[src/design/zero_run_segmenter_top_assert.svh]
// ----------------------------------------------------------------------------
// zero run segmenter assertion macros
// Shared concurrent assertion forms, clocked on clk and disabled in reset.
// ----------------------------------------------------------------------------
`ifndef ZERO_RUN_SEGMENTER_TOP_ASSERT_SVH
`define ZERO_RUN_SEGMENTER_TOP_ASSERT_SVH

// condition holds at every clock edge out of reset
`define ZRS_ASSERT_ALWAYS(lbl, cond, msg) \
  lbl: assert property (@(posedge clk) disable iff (rst) (cond)) else $error(msg);

// consequence holds in the cycle after the antecedent
`define ZRS_ASSERT_NEXT(lbl, ante, cons, msg) \
  lbl: assert property (@(posedge clk) disable iff (rst) (ante) |=> (cons)) else $error(msg);

`endif

[src/design/zrs_pkg.sv]
// ----------------------------------------------------------------------------
// zrs_pkg
// Types and constants shared by the zero run segmenter and its channels.
// ----------------------------------------------------------------------------
package zrs_pkg;

  // width of the reported record lengths
  localparam int OUT_WIDTH = 32;
  localparam logic [OUT_WIDTH-1:0] OUT_MAX = '1;

  // threshold register
  localparam int THR_WIDTH = 8;
  localparam logic [THR_WIDTH-1:0] THRESHOLD_RESET = 8'd8;

  // result queue sizing
  localparam int QUEUE_DEPTH = 4;
  localparam int QUEUE_AW    = 2;
  localparam int QUEUE_CW    = 3;

  typedef logic [OUT_WIDTH-1:0] len_t;

  typedef struct packed {
    len_t data_length;
    len_t zero_length;
    logic final_record;
  } record_t;

  // clip a counter value to the reported width
  function automatic len_t clip_count(input logic [63:0] value);
    len_t clipped;
    if (value > 64'(OUT_MAX)) begin
      clipped = OUT_MAX;
    end else begin
      clipped = value[OUT_WIDTH-1:0];
    end
    return clipped;
  endfunction

endpackage

[src/design/zrs_channels.sv]
// ----------------------------------------------------------------------------
// zrs channels
// Valid/ready channels for stream bytes in and records out.
// ----------------------------------------------------------------------------

// byte channel
interface zrs_in_if;
  logic       valid;
  logic       ready;
  logic [7:0] data_byte;
  logic       end_of_stream;

  modport source (output valid, output data_byte, output end_of_stream, input ready);
  modport sink   (input valid, input data_byte, input end_of_stream, output ready);
endinterface

// record channel
interface zrs_out_if;
  logic                         valid;
  logic                         ready;
  logic [zrs_pkg::OUT_WIDTH-1:0] data_length;
  logic [zrs_pkg::OUT_WIDTH-1:0] zero_length;
  logic                         final_record;

  modport source (output valid, output data_length, output zero_length,
                  output final_record, input ready);
  modport sink   (input valid, input data_length, input zero_length,
                  input final_record, output ready);
endinterface

[src/design/zero_run_segmenter_top.sv]
// ----------------------------------------------------------------------------
// zero_run_segmenter_top
// Splits a byte stream into (kept bytes, dropped zeroes) records.
// ----------------------------------------------------------------------------
// Takes one byte per clock cycle while byte_in.ready is high and updates the
// two run counters with each transfer; a record enters the queue with the byte
// transfer that closes it. Records wait in a four-entry queue, and byte_in.ready is
// high while at least two entries are free, so bytes keep flowing at one per
// cycle while the record sink keeps up. A byte that closes a long zero run and
// also ends the stream yields two records.
// zero_threshold (reset 8) may only be written while no records are pending.
// ----------------------------------------------------------------------------
`include "zero_run_segmenter_top_assert.svh"

module zero_run_segmenter_top #(
  parameter int COUNT_WIDTH = 32
) (
  input  logic                              clk,
  input  logic                              rst,
  input  logic                              cfg_we,
  input  logic [zrs_pkg::THR_WIDTH-1:0]     cfg_data,
  zrs_in_if.sink                            byte_in,
  zrs_out_if.source                         rec_out
);

  localparam logic [COUNT_WIDTH-1:0] COUNT_MAX = '1;
  localparam logic [zrs_pkg::QUEUE_CW-1:0] FILL_MAX = zrs_pkg::QUEUE_CW'(zrs_pkg::QUEUE_DEPTH);
  localparam logic [zrs_pkg::QUEUE_CW-1:0] FILL_OPEN =
    zrs_pkg::QUEUE_CW'(zrs_pkg::QUEUE_DEPTH - 2);

  logic [zrs_pkg::THR_WIDTH-1:0] zero_threshold;
  logic [COUNT_WIDTH-1:0]        kept_count;
  logic [COUNT_WIDTH-1:0]        zero_run_count;
  logic [COUNT_WIDTH-1:0]        kept_next;
  logic [COUNT_WIDTH-1:0]        zero_run_next;
  logic [COUNT_WIDTH-1:0]        kept_upd;
  logic [COUNT_WIDTH-1:0]        run_upd;
  logic [COUNT_WIDTH-1:0]        kept_base;
  logic [COUNT_WIDTH-1:0]        fold_add;
  logic [COUNT_WIDTH:0]          kept_sum;

  logic in_xfer;
  logic out_xfer;
  logic byte_nz;
  logic run_open;
  logic long_run;
  logic close_rec;
  logic end_rec;

  zrs_pkg::record_t rec_close;
  zrs_pkg::record_t rec_last;
  zrs_pkg::record_t queue [zrs_pkg::QUEUE_DEPTH];

  logic [zrs_pkg::QUEUE_AW-1:0] wr_ptr;
  logic [zrs_pkg::QUEUE_AW-1:0] rd_ptr;
  logic [zrs_pkg::QUEUE_CW-1:0] fill;
  logic [1:0]                   push_n;

  // handshakes
  assign in_xfer  = byte_in.valid && byte_in.ready;
  assign out_xfer = rec_out.valid && rec_out.ready;
  assign byte_in.ready = (fill <= FILL_OPEN);

  // threshold register
  always_ff @(posedge clk) begin
    if (rst) begin
      zero_threshold <= zrs_pkg::THRESHOLD_RESET;
    end else if (cfg_we) begin
      zero_threshold <= cfg_data;
    end
  end

  // run classification
  assign byte_nz   = (byte_in.data_byte != '0);
  assign run_open  = (zero_run_count != '0);
  assign long_run  = run_open && (zero_run_count > COUNT_WIDTH'(zero_threshold));
  assign close_rec = byte_nz && long_run;
  assign end_rec   = byte_in.end_of_stream;

  // kept count: fold a short run and add this byte, saturating
  assign kept_base = long_run ? '0 : kept_count;
  assign fold_add  = long_run ? '0 : zero_run_count;
  assign kept_sum  = {1'b0, kept_base} + {1'b0, fold_add} + (COUNT_WIDTH + 1)'(1);

  always_comb begin
    if (byte_nz) begin
      kept_upd = kept_sum[COUNT_WIDTH] ? COUNT_MAX : kept_sum[COUNT_WIDTH-1:0];
      run_upd  = '0;
    end else begin
      kept_upd = kept_count;
      run_upd  = (zero_run_count == COUNT_MAX) ? COUNT_MAX
                                                : zero_run_count + COUNT_WIDTH'(1);
    end
  end

  // state after this byte
  always_comb begin
    if (end_rec) begin
      kept_next     = '0;
      zero_run_next = '0;
    end else begin
      kept_next     = kept_upd;
      zero_run_next = run_upd;
    end
  end

  always_ff @(posedge clk) begin
    if (rst) begin
      kept_count     <= '0;
      zero_run_count <= '0;
    end else if (in_xfer) begin
      kept_count     <= kept_next;
      zero_run_count <= zero_run_next;
    end
  end

  // records produced by this byte
  always_comb begin
    rec_close.data_length  = zrs_pkg::clip_count(64'(kept_count));
    rec_close.zero_length  = zrs_pkg::clip_count(64'(zero_run_count));
    rec_close.final_record = 1'b0;
    rec_last.data_length   = zrs_pkg::clip_count(64'(kept_upd));
    rec_last.zero_length   = zrs_pkg::clip_count(64'(run_upd));
    rec_last.final_record  = 1'b1;
  end

  assign push_n = in_xfer ? ({1'b0, close_rec} + {1'b0, end_rec}) : 2'd0;

  // result queue storage
  always_ff @(posedge clk) begin
    if (in_xfer) begin
      if (close_rec) begin
        queue[wr_ptr] <= rec_close;
      end
      if (end_rec) begin
        queue[close_rec ? wr_ptr + zrs_pkg::QUEUE_AW'(1) : wr_ptr] <= rec_last;
      end
    end
  end

  // result queue pointers and fill
  always_ff @(posedge clk) begin
    if (rst) begin
      wr_ptr <= '0;
      rd_ptr <= '0;
      fill   <= '0;
    end else begin
      wr_ptr <= wr_ptr + zrs_pkg::QUEUE_AW'(push_n);
      rd_ptr <= rd_ptr + zrs_pkg::QUEUE_AW'(out_xfer);
      fill   <= fill + zrs_pkg::QUEUE_CW'(push_n) - zrs_pkg::QUEUE_CW'(out_xfer);
    end
  end

  // output side
  assign rec_out.valid        = (fill != '0);
  assign rec_out.data_length  = queue[rd_ptr].data_length;
  assign rec_out.zero_length  = queue[rd_ptr].zero_length;
  assign rec_out.final_record = queue[rd_ptr].final_record;

  // checks
  `ZRS_ASSERT_ALWAYS(a_fill_bound, fill <= FILL_MAX, "result queue overfilled")
  `ZRS_ASSERT_NEXT(a_fill_track, !rst, fill == $past(fill) + zrs_pkg::QUEUE_CW'($past(push_n)) - zrs_pkg::QUEUE_CW'($past(out_xfer)), "queue fill lost track of transfers")
  `ZRS_ASSERT_NEXT(a_end_clears, in_xfer && end_rec, kept_count == '0 && zero_run_count == '0, "counters not cleared at end of stream")
  `ZRS_ASSERT_NEXT(a_data_keeps, in_xfer && byte_nz && !end_rec, kept_count != '0 && zero_run_count == '0, "nonzero byte not counted as kept")

endmodule

[src/flat_wrapper.sv]
// flat-port wrapper written by rule: the top's interface ports become plain ports
module zero_run_segmenter_top_flat 
#(
  parameter int COUNT_WIDTH = 32
)
  (clk, rst, cfg_we, cfg_data, byte_in_valid, byte_in_data_byte, byte_in_end_of_stream, byte_in_ready, rec_out_valid, rec_out_data_length, rec_out_zero_length, rec_out_final_record, rec_out_ready);
  zrs_in_if byte_in_i ();
  zrs_out_if rec_out_i ();
  input  logic clk;
  input  logic rst;
  input  logic cfg_we;
  input  logic [zrs_pkg::THR_WIDTH-1:0] cfg_data;
  input wire logic [$bits(byte_in_i.valid)-1:0] byte_in_valid;
  input wire logic [$bits(byte_in_i.data_byte)-1:0] byte_in_data_byte;
  input wire logic [$bits(byte_in_i.end_of_stream)-1:0] byte_in_end_of_stream;
  output wire logic [$bits(byte_in_i.ready)-1:0] byte_in_ready;
  output wire logic [$bits(rec_out_i.valid)-1:0] rec_out_valid;
  output wire logic [$bits(rec_out_i.data_length)-1:0] rec_out_data_length;
  output wire logic [$bits(rec_out_i.zero_length)-1:0] rec_out_zero_length;
  output wire logic [$bits(rec_out_i.final_record)-1:0] rec_out_final_record;
  input wire logic [$bits(rec_out_i.ready)-1:0] rec_out_ready;
  assign byte_in_i.valid = byte_in_valid;
  assign byte_in_i.data_byte = byte_in_data_byte;
  assign byte_in_i.end_of_stream = byte_in_end_of_stream;
  assign byte_in_ready = byte_in_i.ready;
  assign rec_out_valid = rec_out_i.valid;
  assign rec_out_data_length = rec_out_i.data_length;
  assign rec_out_zero_length = rec_out_i.zero_length;
  assign rec_out_final_record = rec_out_i.final_record;
  assign rec_out_i.ready = rec_out_ready;
  zero_run_segmenter_top #(.COUNT_WIDTH(COUNT_WIDTH)) u_core (.clk(clk), .rst(rst), .cfg_we(cfg_we), .cfg_data(cfg_data), .byte_in(byte_in_i), .rec_out(rec_out_i));
endmodule
[config.mk]
export PLATFORM = sky130hd
export DESIGN_NAME = zero_run_segmenter_top_flat
export DESIGN_NICKNAME = d
export VERILOG_FILES = /design/src/design/zrs_pkg.sv /design/src/design/zrs_channels.sv /design/src/design/zero_run_segmenter_top.sv /design/src/flat_wrapper.sv
export VERILOG_INCLUDE_DIRS = /design/src /design/src/design
export SDC_FILE = /design/constraint.sdc
export NUM_CORES = 1
export LEC_CHECK = 0
export BUFFER_PORTS_ARGS = -buffer_cell sky130_fd_sc_hd__buf_2
export CAP_MARGIN = 20
export CELL_PAD_IN_SITES_DETAIL_PLACEMENT = 1
export CELL_PAD_IN_SITES_GLOBAL_PLACEMENT = 2
export CORE_AREA = 2 2 206 208
export CTS_CLUSTER_DIAMETER = 100
export CTS_CLUSTER_SIZE = 8
export DETAILED_ROUTE_END_ITERATION = 6
export DIE_AREA = 0 0 208 210
export PLACE_DENSITY = 0.92
export SLEW_MARGIN = 40
export SYNTH_ARGS = -nofsm -noshare
export SYNTH_HDL_FRONTEND = slang
export SYNTH_SLANG_ARGS = --single-unit
[constraint.sdc]
create_clock -name clk -period 7.1 [get_ports clk]
set_input_delay 1.065 -clock clk [delete_from_list [all_inputs] [get_ports clk]]
set_output_delay 1.065 -clock clk [all_outputs]
set_load 0.05 [all_outputs]
After elaboration in Yosys (flattened, before gate mapping)
Memory sizes are Yosys's and may differ from the RTL's. A register that Yosys moved wholly into a read port is not among the register bits. Index checks and enable logic that the tools add are counted.

Memories kept: 1. RAM bits: 260. Flip-flop bits (word level): 79. Bits in read-only memories: 0. Bits of input ports: 22. Latch bits: 0.

Shift operators: 0. Equal/unequal tests: 1. Magnitude comparators: 2. Divide/modulo/power cells: 0. Reduce and logical (&&, ||, !) cells: 7. Add/sub/neg operators: 9. Multipliers: 0. Muxes and demuxes: 17. Bitwise gates (word level): 0.

Memory list: u_core.queue (words 4, bits a word 65, read ports 1, clocked after Yosys merged registers in 1, wr ports 2, line zero_run_segmenter_top.sv:52) `zrs_pkg::record_t queue [zrs_pkg::QUEUE_DEPTH];`.

Operator list (number): 2-to-1 mux 32 bit (8); adder 32 x 32 -> 33 bit (1); adder 33 x 1 -> 33 bit, second input constant (1); adder 32 x 1 -> 32 bit, second input constant (1); equality test 32 bit, second input constant (1); greater-than comparator 32 x 8 -> 1 bit (1); nonzero test 32 bit (1); nonzero test 8 bit (1); 2-to-1 mux 1 bit (6); 2-to-1 mux 2 bit (3); logical AND 1 bit (4); adder 3 x 2 -> 3 bit (1); <= comparator 3 x 2 -> 1 bit, second input constant (1); nonzero test 3 bit (1); subtractor 3 x 1 -> 3 bit (1); adder 1 x 1 -> 2 bit (1); adder 2 x 1 -> 2 bit (1); adder 2 x 1 -> 2 bit, second input constant (1); adder 2 bit (1).

Depth between registers and ports, before layout
Word-level depth: 8. Gate-level depth with buffers: 23.

Least setup slack after synthesis
Ideal clock, no wire load.

Kind: register to register. Start: register u_core.zero_run_count[0]. End: memory u_core.queue[1][55] in the netlist's numbering (data pin). Setup time: 0.265 ns. Setup slack: 2.392 ns. Stages on the path, launching flop included: 23. Arrival time: 4.443 ns. Cell sequence: dfxtp_1 clkbuf_1 inv_1 ha_1 nor2b_1 o211ai_1 a21o_1 a21oi_1 nor2_1 clkbuf_1 nand2_1 ha_1 inv_1 fa_1 a211oi_1 o211ai_1 nand3_1 a21oi_1 or3_1 clkbuf_1 or4_1 nand2_1 o31ai_1.

RTL lines: start: declaration (line zero_run_segmenter_top.sv:33) `logic [COUNT_WIDTH-1:0] zero_run_count;`; start signal: assignment (line zero_run_segmenter_top.sv:113) `zero_run_count <= zero_run_next;`; end: declaration (line zero_run_segmenter_top.sv:52).

==> metrics.txt <==
# TYPE chip_impl_metric gauge
chip_impl_metric{name="post_dr_wirelength_cell",unit="µm"} 27.1
chip_impl_info{name="synth.cells.most_frequent",value="256 x sky130_fd_sc_hd__edfxtp_1, 197 x sky130_fd_sc_hd__a22o_1, 121 x sky130_fd_sc_hd__nand2_1"} 1
chip_impl_metric{name="yosysSeqAreaShare",unit=""} 0.494
chip_impl_metric{name="cts_resized",unit=""} 0
chip_impl_metric{name="worstPathMaxFanout",unit=""} 25
chip_impl_metric{name="fill_cells",unit=""} 4339
chip_impl_metric{name="post_syn_area_per_cell",unit="µm²"} 11.4
chip_impl_metric{name="postCtsSetupRepairBufs",unit=""} 0
chip_impl_metric{name="pwr-share-comb",unit=""} 0.297
chip_impl_metric{name="syn_area",unit="µm²"} 18900
chip_impl_metric{name="first_global_vias",unit=""} 15800
chip_impl_metric{name="worst-path-buf-inv",unit=""} 2
chip_impl_metric{name="powerDensity",unit="nW/µm²"} 303
chip_impl_metric{name="number_of_antenna_violations_at_the_first_check_in_global_routing",unit=""} 0
chip_impl_info{name="critical-path-slowest-cell",value="sky130_fd_sc_hd__or3_2"} 1
chip_impl_metric{name="final_layout_size_suffix_gt1_frac",unit=""} 0.174
chip_impl_info{name="synth_largest_area_cell",value="sky130_fd_sc_hd__edfxtp_1"} 1
chip_impl_metric{name="r2r_setup_slack",unit="ns"} 1.25
chip_impl_metric{name="worst_slack",unit="ns"} 1.25
chip_impl_metric{name="antenna_left",unit=""} 0
chip_impl_info{name="hold_class",value="reg2reg"} 1
chip_impl_metric{name="routed_wirelength",unit="mm"} 61.4
chip_impl_metric{name="period_share",unit=""} 0.823
chip_impl_metric{name="placed_wire_length_estimate_after_detailed_placement",unit="mm"} 37.9
chip_impl_metric{name="worstPathArrival",unit="ns"} 6.15
chip_impl_metric{name="cp.required",unit="ns"} 7.40
chip_impl_info{name="status",value="complete, no violations"} 1
chip_impl_metric{name="post_synthesis_mux_area_share",unit=""} 0.0837
chip_impl_metric{name="layoutNonFillerInstCount",unit=""} 2270
chip_impl_info{name="critical_path.startpoint_type",value="flop"} 1
chip_impl_metric{name="largest_net_degree_at_the_start_of_global_routing",unit=""} 59
chip_impl_info{name="cts_root_buffer",value="sky130_fd_sc_hd__clkbuf_16"} 1
chip_impl_metric{name="area_fraction_in_and_or_nand_and_nor_cells_after_synthesis",unit=""} 0.0988
chip_impl_metric{name="maxClockFrequency",unit="MHz"} 171
chip_impl_metric{name="maxSlewViolCount",unit=""} 0
chip_impl_metric{name="syn-instance-count",unit=""} 1655
chip_impl_metric{name="finalClockSkew",unit="ns"} 0.0467
chip_impl_metric{name="place_inst",unit=""} 2179
chip_impl_metric{name="global_route.overflow_total",unit=""} 0
chip_impl_metric{name="worst_ir_drop_vdd",unit="V"} 0.000181
chip_impl_metric{name="die-area",unit="µm²"} 43700
chip_impl_metric{name="netlist.area_leader.share",unit=""} 0.406
chip_impl_metric{name="timing.critical_path.slowest_cell_delay",unit="ns"} 0.73
chip_impl_metric{name="initial_core_util",unit=""} 0.456
chip_impl_info{name="crit_family",value="simple AND/OR/NAND/NOR gates"} 1
chip_impl_metric{name="setup-violations-final",unit=""} 0
chip_impl_info{name="synth_top_family_by_area",value="compound AO/OA/AOI/OAI gates"} 1
chip_impl_metric{name="fp.dieW",unit="µm"} 208
chip_impl_metric{name="globalRouteTotalUtil",unit=""} 0.278
chip_impl_metric{name="synth_enable_flop_cells",unit=""} 256
chip_impl_metric{name="numCtsBuffers",unit=""} 48
chip_impl_metric{name="vertical_die_dimension",unit="µm"} 210
chip_impl_metric{name="design.final.nets",unit=""} 1769
chip_impl_info{name="setup.worst_path.end_class",value="flop"} 1
chip_impl_metric{name="cts.clk_slew.worst_paths",unit="ns"} 0.06
chip_impl_metric{name="netSwitchingFraction",unit=""} 0.361
chip_impl_metric{name="number_of_drc_markers_in_iteration_0",unit=""} 1091
chip_impl_info{name="synthMostInstantiatedCell",value="sky130_fd_sc_hd__edfxtp_1"} 1
chip_impl_metric{name="leakage",unit="nW"} 7.55
chip_impl_info{name="synthFlopType",value="sky130_fd_sc_hd__edfxtp_1"} 1
chip_impl_metric{name="post_synthesis_compound_gate_area_fraction",unit=""} 0.223
chip_impl_info{name="rsz_0062_raised_after_global_routing",value="no"} 1
chip_impl_metric{name="power.clock.fraction",unit=""} 0.339
chip_impl_metric{name="postSynth.asyncResetShare",unit=""} 0
chip_impl_metric{name="core_region_area",unit="µm²"} 41500
chip_impl_metric{name="flow.area_growth_from_synthesis",unit="%"} 12.9
chip_impl_info{name="critical_path_class",value="reg2reg"} 1
chip_impl_metric{name="vias_cell",unit=""} 6.51
chip_impl_metric{name="cts-root-to-sink-buffers",unit=""} 3
chip_impl_metric{name="ctsHoldBuffers",unit=""} 0
chip_impl_metric{name="n_antenna_cell",unit=""} 0
chip_impl_metric{name="seqPwrFrac",unit=""} 0.364
chip_impl_info{name="synth_area_leaders",value="sky130_fd_sc_hd__edfxtp_1 41%, sky130_fd_sc_hd__a22o_1 9.1%, sky130_fd_sc_hd__dfxtp_1 8.8%, sky130_fd_sc_hd__mux4_2 7.7%, sky130_fd_sc_hd__ha_1 3.4%"} 1
chip_impl_metric{name="min_period",unit="ns"} 5.85
chip_impl_metric{name="worst-slew-pin-transition",unit="ns"} 0.893
chip_impl_metric{name="ys_warn_count",unit=""} 0
chip_impl_metric{name="design.portCount",unit=""} 89
chip_impl_metric{name="max_slew_margin",unit=""} 0.399
chip_impl_metric{name="finalHoldViolCount",unit=""} 0
chip_impl_metric{name="max_cap_check_violation_count",unit=""} 0
chip_impl_metric{name="clkLatencyLatePin",unit="ns"} 0.61
chip_impl_metric{name="drt_first_pass_iters",unit=""} 7
chip_impl_info{name="cts_tree",value="yes"} 1
chip_impl_metric{name="synth_xor_area_frac",unit=""} 0.0218
chip_impl_info{name="path_cells",value="ha_1, nand4_1, o21ai_0, a21oi_1, nor2_2, buf_4, nand2_1, ha_1, inv_1, fa_1, a211oi_1, o211ai_1, nand3_1, a21oi_1, or3_2, or4_1, nand2_1, o31ai_1"} 1
chip_impl_metric{name="post-layout-total-power",unit="mW"} 6.47
chip_impl_metric{name="globalplace.congestion",unit=""} 0.913
chip_impl_metric{name="synth_adder_area_share",unit=""} 0.0365
chip_impl_metric{name="synth-seq-cells",unit=""} 339
chip_impl_metric{name="post-route-drc-count",unit=""} 0
chip_impl_metric{name="net-switching-power",unit="mW"} 2.34
chip_impl_metric{name="p_int",unit="mW"} 4.13
chip_impl_metric{name="numClockSinks",unit=""} 339
chip_impl_metric{name="tns",unit="ns"} 0
chip_impl_metric{name="number_of_placement_rows",unit=""} 75
chip_impl_metric{name="cts_htree_levels",unit=""} 2
chip_impl_metric{name="fin_hold_ws",unit="ns"} 0.452
chip_impl_metric{name="number_of_distinct_library_cell_variants_in_the_gate_level_netlist_after_synthesis",unit=""} 70
chip_impl_metric{name="portBuffers",unit=""} 88
chip_impl_metric{name="first_pass_grt_wire_length",unit="mm"} 93.5
chip_impl_metric{name="detailedPlace.worstSlack",unit="ns"} 1.42
chip_impl_metric{name="num_vias",unit=""} 14800
==> registers in the layout (all words and copies together) (netlist names) <==
register	count
u_core.rd_ptr	2
u_core.fill	3
u_core.zero_threshold	8
u_core.wr_ptr	2
u_core.kept_count	32
u_core.queue	260
u_core.zero_run_count	32
==> through the flow <==
step                utilization  cell area [µm²]
floorplan                     -            19000
global placement          0.477            19800
detailed placement        0.479            19800
CTS                       0.512            21300
global route              0.515            21400
finish                    0.515            21400
==> placed cells by master (no fill, tap or decap), types with 19 or more instances in the layout <==
cell type | netlist | routed
sky130_fd_sc_hd__a21o_1 | 20 | 20
sky130_fd_sc_hd__a21oi_1 | 92 | 92
sky130_fd_sc_hd__a22o_1 | 197 | 197
sky130_fd_sc_hd__a31oi_1 | 29 | 29
sky130_fd_sc_hd__and2_1 | 38 | 37
sky130_fd_sc_hd__buf_2 | 36 | 88
sky130_fd_sc_hd__buf_4 | 3 | 22
sky130_fd_sc_hd__clkbuf_1 | 98 | 36
sky130_fd_sc_hd__clkbuf_16 | 0 | 49
sky130_fd_sc_hd__conb_1 | 1 | 24
sky130_fd_sc_hd__dfxtp_1 | 83 | 81
sky130_fd_sc_hd__edfxtp_1 | 256 | 256
sky130_fd_sc_hd__ha_1 | 52 | 52
sky130_fd_sc_hd__inv_1 | 34 | 30
sky130_fd_sc_hd__mux4_2 | 65 | 65
sky130_fd_sc_hd__nand2_1 | 121 | 121
sky130_fd_sc_hd__nand3_1 | 30 | 30
sky130_fd_sc_hd__nand4_1 | 19 | 19
sky130_fd_sc_hd__nor2_1 | 84 | 77
sky130_fd_sc_hd__nor3_1 | 25 | 19
sky130_fd_sc_hd__o21ai_0 | 69 | 69
sky130_fd_sc_hd__o22ai_1 | 23 | 23
sky130_fd_sc_hd__o31ai_1 | 22 | 22
sky130_fd_sc_hd__xnor2_1 | 25 | 25
sky130_fd_sc_hd__xor2_1 | 22 | 22
==> power by group through the flow <==
stage / Sequential (mW) / Clock (mW) / Combinational [mW]
after global routing: 2.37 / 2.30 / 2.04
after global placement: 2.42 / 0 / 1.83
after CTS: 2.36 / 2.22 / 1.91
after floorplan: 2.33 / 0 / 1.47
final: 2.36 / 2.19 / 1.92
after detailed placement: 2.39 / 0 / 1.89
==> logic make-up after synthesis <==
group	count (synthesis)
buffers and inverters	188
adder cells (fa/ha/maj)	54
AO/OA/AOI/OAI	565
other	1
flip-flops	339
multiplexers	77
AND/OR/NAND/NOR	384
XOR/XNOR	47
==> routing by layer <==
| layer | global-route usage | up-vias | routed length, µm |
|---|---|---|---|
| li1 | - | 6547 | - |
| met1 | 0.334 | 7599 | 24500 |
| met2 | 0.500 | 511 | 31200 |
| met3 | 0.0426 | 130 | 3440 |
| met4 | 0.114 | 0 | 2310 |
| met5 | 0 | - | 0 |
==> cell type report <==
type | count | area, µm² | share of cell area
Sequential cell | 339 | 9360 | 0.438
Multi-Input combinational cell | 1151 | 9000 | 0.421
Clock buffer | 85 | 1360 | 0.0638
Timing Repair Buffer | 119 | 785 | 0.0367
Tap cell | 539 | 674 | 0.0316
Inverter | 34 | 130 | 0.00609
Clock inverter | 3 | 47.5 | 0.00223
==> final timing paths <==
path / to / from / depth (start not counted)
hold / removal: u_core.queue[2][0]$_SDFFE_PP1P_ / u_core.queue[2][0]$_SDFFE_PP1P_ / 2
hold reg to reg: u_core.queue[2][0]$_SDFFE_PP1P_ / u_core.queue[2][0]$_SDFFE_PP1P_ / 2
setup / recovery: u_core.queue[1][55]$_DFFE_PP_ / u_core.zero_run_count[7]$_SDFFE_PP0P_ / 18
setup reg to reg: u_core.queue[1][55]$_DFFE_PP_ / u_core.zero_run_count[7]$_SDFFE_PP0P_ / 18
==> worst reg2reg max path: stages, from the launching register on <==
cell and delay, ns:
sky130_fd_sc_hd__dfxtp_1 0.68, sky130_fd_sc_hd__ha_1 0.36, sky130_fd_sc_hd__nand4_1 0.13, sky130_fd_sc_hd__o21ai_0 0.18
sky130_fd_sc_hd__a21oi_1 0.67, sky130_fd_sc_hd__nor2_2 0.08, sky130_fd_sc_hd__buf_4 0.24, sky130_fd_sc_hd__nand2_1 0.10
sky130_fd_sc_hd__ha_1 0.17, sky130_fd_sc_hd__inv_1 0.07, sky130_fd_sc_hd__fa_1 0.42, sky130_fd_sc_hd__a211oi_1 0.39
sky130_fd_sc_hd__o211ai_1 0.19, sky130_fd_sc_hd__nand3_1 0.14, sky130_fd_sc_hd__a21oi_1 0.14, sky130_fd_sc_hd__or3_2 0.74
sky130_fd_sc_hd__or4_1 0.57, sky130_fd_sc_hd__nand2_1 0.18, sky130_fd_sc_hd__o31ai_1 0.11
Note: power is estimated with default switching activity, not from simulation.
